$ cat src/rtl/lj_pair_energy_force_core_assert.svh
// assertion macros shared by the core rtl
`ifndef LJ_PAIR_ENERGY_FORCE_CORE_ASSERT_SVH
`define LJ_PAIR_ENERGY_FORCE_CORE_ASSERT_SVH

// same-cycle implication, disabled in reset
`define LJ_AST_IMP(label, ante, cons, msg) \
  label: assert property (@(posedge clk) disable iff (!rst_n) (ante) |-> (cons)) \
    else $error(msg);

// next-cycle implication, disabled in reset
`define LJ_AST_NXT(label, ante, cons, msg) \
  label: assert property (@(posedge clk) disable iff (!rst_n) (ante) |=> (cons)) \
    else $error(msg);

`endif

$ cat src/rtl/ljpef_pkg.sv
// types and constants of the lennard-jones pair core
package ljpef_pkg;

  localparam int unsigned VAL_W = 63;
  localparam int unsigned R2_W  = 24;
  localparam int unsigned Q_W   = 49;

  typedef logic [VAL_W-1:0] val_t;

  localparam val_t CAP62   = 63'h4000_0000_0000_0000;
  localparam val_t K24_LIM = CAP62 / 24;

  typedef enum logic [2:0] {
    REG_OVERALL  = 3'd0,
    REG_ATTRACT  = 3'd1,
    REG_REPULSE  = 3'd2,
    REG_STRENGTH = 3'd3,
    REG_SHIFT    = 3'd4
  } reg_idx_t;

  typedef struct packed {
    logic [2:0][15:0] mag;
    logic [2:0]       neg;
    logic             want;
    logic             rep;
    logic             skip;
    logic             zr;
    logic             ovf;
  } ctx_t;

  typedef struct packed {
    ctx_t ctx;
    val_t ir2;
  } m1tag_t;

  typedef struct packed {
    ctx_t ctx;
    val_t ir2;
    val_t lj;
  } m3tag_t;

  typedef struct packed {
    ctx_t ctx;
    val_t amag;
    logic gneg;
  } m4tag_t;

  typedef struct packed {
    ctx_t        ctx;
    logic [31:0] energy;
    val_t        k;
    logic        gneg;
  } m5tag_t;

  typedef struct packed {
    logic [31:0] fz;
    logic [31:0] fy;
    logic [31:0] fx;
    logic [31:0] energy;
    logic        sat;
  } res_t;

endpackage

$ cat src/rtl/ljpef_div.sv
// pipelined restoring divider for 2^48 / d, four quotient bits per stage
module ljpef_div import ljpef_pkg::*; #(
  parameter int unsigned TW = 1
) (
  input  logic            clk,
  input  logic            rst_n,
  input  logic            en,
  input  logic            in_valid,
  input  logic [R2_W-1:0] d,
  input  logic [TW-1:0]   in_tag,
  output logic            out_valid,
  output logic [Q_W-1:0]  q,
  output logic [TW-1:0]   out_tag
);

  localparam int unsigned BPS = 4;
  localparam int unsigned NST = (Q_W + BPS - 1) / BPS;
  localparam int unsigned QB  = NST * BPS;
  localparam logic [QB-1:0] NUMER = {{(QB-Q_W){1'b0}}, 1'b1, {(Q_W-1){1'b0}}};

  logic [R2_W-1:0] rem_r [NST];
  logic [R2_W-1:0] rem_in [NST];
  logic [R2_W-1:0] rem_nxt [NST];
  logic [QB-1:0]   q_r [NST];
  logic [QB-1:0]   q_in [NST];
  logic [QB-1:0]   q_nxt [NST];
  logic [R2_W-1:0] d_r [NST];
  logic [R2_W-1:0] d_in [NST];
  logic            v_r [NST];
  logic            v_in [NST];
  logic [TW-1:0]   tag_r [NST];
  logic [TW-1:0]   tag_in [NST];

  for (genvar s = 0; s < NST; s++) begin : g_st
    if (s == 0) begin : g_first
      assign rem_in[s] = '0;
      assign q_in[s]   = '0;
      assign d_in[s]   = d;
      assign v_in[s]   = in_valid;
      assign tag_in[s] = in_tag;
    end else begin : g_next
      assign rem_in[s] = rem_r[s-1];
      assign q_in[s]   = q_r[s-1];
      assign d_in[s]   = d_r[s-1];
      assign v_in[s]   = v_r[s-1];
      assign tag_in[s] = tag_r[s-1];
    end

    always_comb begin
      logic [R2_W:0]   t;
      logic [R2_W-1:0] rem;
      logic [QB-1:0]   qq;
      rem = rem_in[s];
      qq  = q_in[s];
      for (int j = 0; j < BPS; j++) begin
        t = {rem, NUMER[QB-1-(s*BPS+j)]};
        if (t >= {1'b0, d_in[s]}) begin
          rem = t[R2_W-1:0] - d_in[s];
          qq  = {qq[QB-2:0], 1'b1};
        end else begin
          rem = t[R2_W-1:0];
          qq  = {qq[QB-2:0], 1'b0};
        end
      end
      rem_nxt[s] = rem;
      q_nxt[s]   = qq;
    end

    always_ff @(posedge clk) begin
      if (!rst_n) begin
        v_r[s] <= 1'b0;
      end else if (en) begin
        v_r[s] <= v_in[s];
      end
      if (en) begin
        rem_r[s] <= rem_nxt[s];
        q_r[s]   <= q_nxt[s];
        d_r[s]   <= d_in[s];
        tag_r[s] <= tag_in[s];
      end
    end
  end

  assign out_valid = v_r[NST-1];
  assign q         = q_r[NST-1][Q_W-1:0];
  assign out_tag   = tag_r[NST-1];

endmodule

$ cat config.mk
export PLATFORM = sky130hd
export DESIGN_NAME = ljpef_div
export DESIGN_NICKNAME = d
export VERILOG_FILES = /design/src/rtl/lj_pair_energy_force_core_assert.svh /design/src/rtl/ljpef_pkg.sv /design/src/rtl/ljpef_div.sv
export SDC_FILE = /design/constraint.sdc
export NUM_CORES = 2
export LEC_CHECK = 0
export BUFFER_PORTS_ARGS = -buffer_cell sky130_fd_sc_hd__buf_2
export CAP_MARGIN = 10
export CORE_ASPECT_RATIO = 1.25
export CORE_UTILIZATION = 35
export CTS_BUF_LIST = sky130_fd_sc_hd__clkbuf_8
export DETAILED_ROUTE_END_ITERATION = 8
export PLACE_DENSITY = 0.54
export SETUP_SLACK_MARGIN = 0.3
export SLEW_MARGIN = 20
export SYNTH_ARGS = -nofsm -noshare
export SYNTH_HDL_FRONTEND = slang
export SYNTH_SLANG_ARGS = --single-unit
$ cat constraint.sdc
create_clock -name clk -period 26.5 [get_ports clk]
set_input_delay 5.3 -clock clk [delete_from_list [all_inputs] [get_ports clk]]
set_output_delay 5.3 -clock clk [all_outputs]
set_load 0.05 [all_outputs]
* Yosys cells after proc, flatten, opt, wreduce, memory -nomap -nowiden
Memories as Yosys holds them, arrays and structs flattened.
Cells that the tools add are included.
** Cells by class
- Add/subtract/negate cells :: 52
- Multiplexer cells :: 122
- Bitwise operators :: 13
- Magnitude comparators :: 52
** Operators by type and width (count)
- $ge A25 B24 Y1 :: 51
- $mux W24 :: 52
- $sub A24 B24 Y24 :: 51
- $mux W1 :: 70
- $ge A1 B24 Y1 const A :: 1
- $sub A1 B24 Y24 const A :: 1
- $or A1 B1 Y1 :: 13
** Word-level totals
- Output and inout port bits :: 51
- RAM bits :: 1326
- Register bits :: 0
- Word-level logic and storage cells :: 244
- Bits of input ports :: 29
- Memories kept :: 5
** Memories
- q_r :: words 13, bits a word 52, read ports 13, clocked after memory_dff 0, wr ports 13, RTL line ljpef_div.sv:24 : logic [QB-1:0] q_r [NST];
- d_r :: words 13, bits a word 24, read ports 12, clocked after memory_dff 0, wr ports 13, RTL line ljpef_div.sv:27 : logic [R2_W-1:0] d_r [NST];
- rem_r :: words 13, bits a word 24, read ports 12, clocked after memory_dff 0, wr ports 13, RTL line ljpef_div.sv:21 : logic [R2_W-1:0] rem_r [NST];
- tag_r :: words 13, bits a word 1, read ports 13, clocked after memory_dff 0, wr ports 13, RTL line ljpef_div.sv:31 : logic [TW-1:0] tag_r [NST];
- v_r :: words 13, bits a word 1, read ports 13, clocked after memory_dff 0, wr ports 13, RTL line ljpef_div.sv:29 : logic v_r [NST];

* Logic depth before layout (Yosys ltp)
An unclocked memory read counts as a cell.
- Word-level depth :: 9
- Depth in mapped cells :: 63
- Depth with buffers taken out :: 57

* Worst setup path before layout
No wires, ideal clock.
- Path type :: input port to flip-flop
- Start point :: in d[0]
- End point :: mem rem_r[0][11] (data pin)
- Path buffers :: 7
- Stages :: 53
- Required time :: 26.222 ns
- Library setup time :: 0.278 ns
- Setup slack :: 10.822 ns
- Arrival :: 15.400 ns
- Cells stage by stage :: clkbuf_1 inv_1 buf_1 ha_1 nor4b_1 nand4_1 clkbuf_1 nor3_1 ha_1 nor2b_1 o21ai_0 a21boi_1 o221a_2 a221o_1 a21oi_1 o31a_1 o31a_1 o211ai_1 (+17 left out) inv_1 fa_1 a21o_1 a21oi_1 o21ai_0 a31oi_1 o311ai_0 o311ai_0 a31oi_1 nor3_1 o21bai_1 a21oi_1 nand3b_1 nand2_1 inv_2 clkbuf_1 nand2_1 o221ai_1
** RTL lines
- start: declaration :: RTL line ljpef_div.sv:9 : input logic [R2_W-1:0] d,
- end: declaration :: RTL line ljpef_div.sv:21

==> impl_metrics.toml <==
[die]
start_util_pct = 35.2
die_area_um2 = 275000
die_y_um = 586
die_w_um = 470
core_region_area_um2 = 272000
rows = 214
io-pin-count = 80

[cts]
clock_latency_ps = 980
numCtsBuffers = 178
cts.sinks = 927
cts-root-buf = "clkbuf_8"
htreeDepth = 4
cts_hold_buf = 0
cts_tree = "yes"
path_clk_slew_ps = 70
cts_resized = 0
postCtsSetupBuffers = 0
clk_path_buf_depth = 4

[grt]
grt_pass1_wl_um = 451000
met1_usage_pct = 23.8
gr-total-overflow = 0
grt_pass1_vias = 79061
grt-busiest-layer = "met2"
grt_antenna_before_repair = 8
grt_use_met3_pct = 1.89
grt_util_met2_pct = 38.6
grtUsageTotal_pct = 20.8
grt_max_degree = 167

[synthesis]
synth_async_sr_flop_share_pct = 0
ys_ff_latch = 927
synth_edf_count = 926
ys_warn_count = 0
synth_top_area_cell = "edfxtp_1"
netlist.area_leader.share_pct = 29.1
yosys_most_used_dff = "edfxtp_1"
synthCells = 10534
synth.distinct_cells = 114
syn_area_per_cell_um2 = 9.08
synth_area_leaders = "edfxtp_1 29%, ha_1 16%, xnor2_1 6.0%"
synth_sequential_area_ratio_pct = 29.1
post_synth_instance_area_um2 = 95600

[timing]
rsz0062_at_grt = "false"
setup_viol = 0
post-route-period-util_pct = 69.7
period_minus_slack_ps = 18460
slew_headroom_pct = 27.8
hold_viol_final = 0
tns_ps = 0
max_slew.worst_pin.slew_ps = 1080
maxSlewViolCount = 0
finClkSkew_ps = 87.3
fmax_mhz = 54.2

[route]
drt-initial-drc-count = 4884
wl_um = 297000
routed_via_density = 5.58
via_count = 80073
drc = 0
ant_nets = 0
wire_per_inst_um = 20.7
first_pass_iters = 6

[worst_setup_path]
critical_path.most_common_cell = "a21oi_1"
cp-start-kind = "input pin"
critPathMaxStageDelay_ps = 740
crit_buf_inv = 7
cp_max_fo = 27
worstPathRequired_ps = 27160
worstPathArrival_ps = 19120
path_delay_family = "compound AO/OA/AOI/OAI gates"
endpoint_kind = "flip-flop"
cp_slowest_cell = "o21ai_0"
crit_type = "input pin to flip-flop"

[flow_run]
maxCapViolations = 0

[layout]
num-nets-final = 11885
drive_gt1_share_pct = 9.36
n_fill_cell = 27239
mostFrequentLayoutCell = "ha_1"
most-common-layout-cells = "1187 x ha_1, 963 x a21oi_1, 926 x edfxtp_1, 736 x nand2_1, 728 x nor2_1"
synthToLayoutAreaGrowth_pct = 8.51

[place]
place.gp.congestion = 0.918
port_buffers = 79
dp_hpwl_um = 239000

[worst_hold_path]
hold_class = "flip-flop to flip-flop"

[outcome]
status = "finished clean"
[worst register-to-register path, delay by kind of cell, from the launching register on]
| family | cells | cell delay (ps) |
|---|---|---|
| AOI/OAI and AO/OA | 29 | 7950 |
| buffers and inverters | 5 | 1290 |
| and+or+nand+nor | 9 | 2290 |
| DFF | 1 | 520 |
| muxes | 3 | 1330 |
| adders and majority gates | 4 | 1370 |
[layer usage]
layer / wire length [um] / vias up
met2: 151000 / 1773
li1: - / 39482
met1: 122000 / 38214
met5: 20 / -
met4: 14700 / 2
met3: 9180 / 602
[worst paths after layout]
path / startpoint / to / slack [ps] / cells past startpoint
max: d[0] / rem_r[0][4] / 8040 / 49
min: q_r[0][268] / q_r[0][324] / 390 / 0
max reg2reg: d_r[0][25] / rem_r[0][50] / 11470 / 50
min reg2reg: q_r[0][268] / q_r[0][324] / 390 / 0
[metrics by stage]
stage	setup slack, ps	instance area, um^2	util, %	cells	hold WS, ps
floorplan	10820	95700	-	10544	400
global placement	6880	100000	36.9	14040	400
detailed placement	7040	100000	36.9	14040	405
CTS	8060	104000	38.2	14351	390
global route	6930	104000	38.2	14354	401
finish	8040	104000	38.2	14356	388
[cell usage after synthesis, drive strengths merged, types with 162 or more instances]
cell and count:
a21o 521, a21oi 968, edfxtp 926, ha 1187, inv 669, mux2 562, nand2 738, nand2b 168
nand3 207, nor2 731, nor3 178, o21a 162, o21ai 665, o21bai 164, xnor2 656, xor2 316
[sequential cells by signal, indices dropped and copies added (netlist names)]
register  count
tag_r        13
d_r         288
rem_r       288
q_r         325
v_r          13
[kinds of logic after synthesis]
logic type               after synthesis  synth area share, %
AO/OA/AOI/OAI                       3236                 21.8
XOR/XNOR                             972                 8.90
buffers and inverters                875                 3.55
AND/OR/NAND/NOR                     2708                 13.6
adder cells (fa/ha/maj)             1200                 15.8
flip-flops                           927                 29.1
multiplexers                         615                 7.25
other                                  1              0.00392
[final cells by class]
type / count / area (um^2) / share of cell area [%]
antenna: 5 / 12.5 / 0.0121
clock buffer: 180 / 2480 / 2.39
clock inverter: 131 / 1080 / 1.04
inverter: 670 / 2510 / 2.42
multi-input combinational: 8742 / 64500 / 62.2
sequential: 927 / 27800 / 26.8
tap: 3564 / 4460 / 4.30
timing repair buffer: 137 / 853 / 0.822
Power is left out: the tool's default activity adds up to more than one toggle a clock period on the data nets, which glitch-free logic cannot reach.
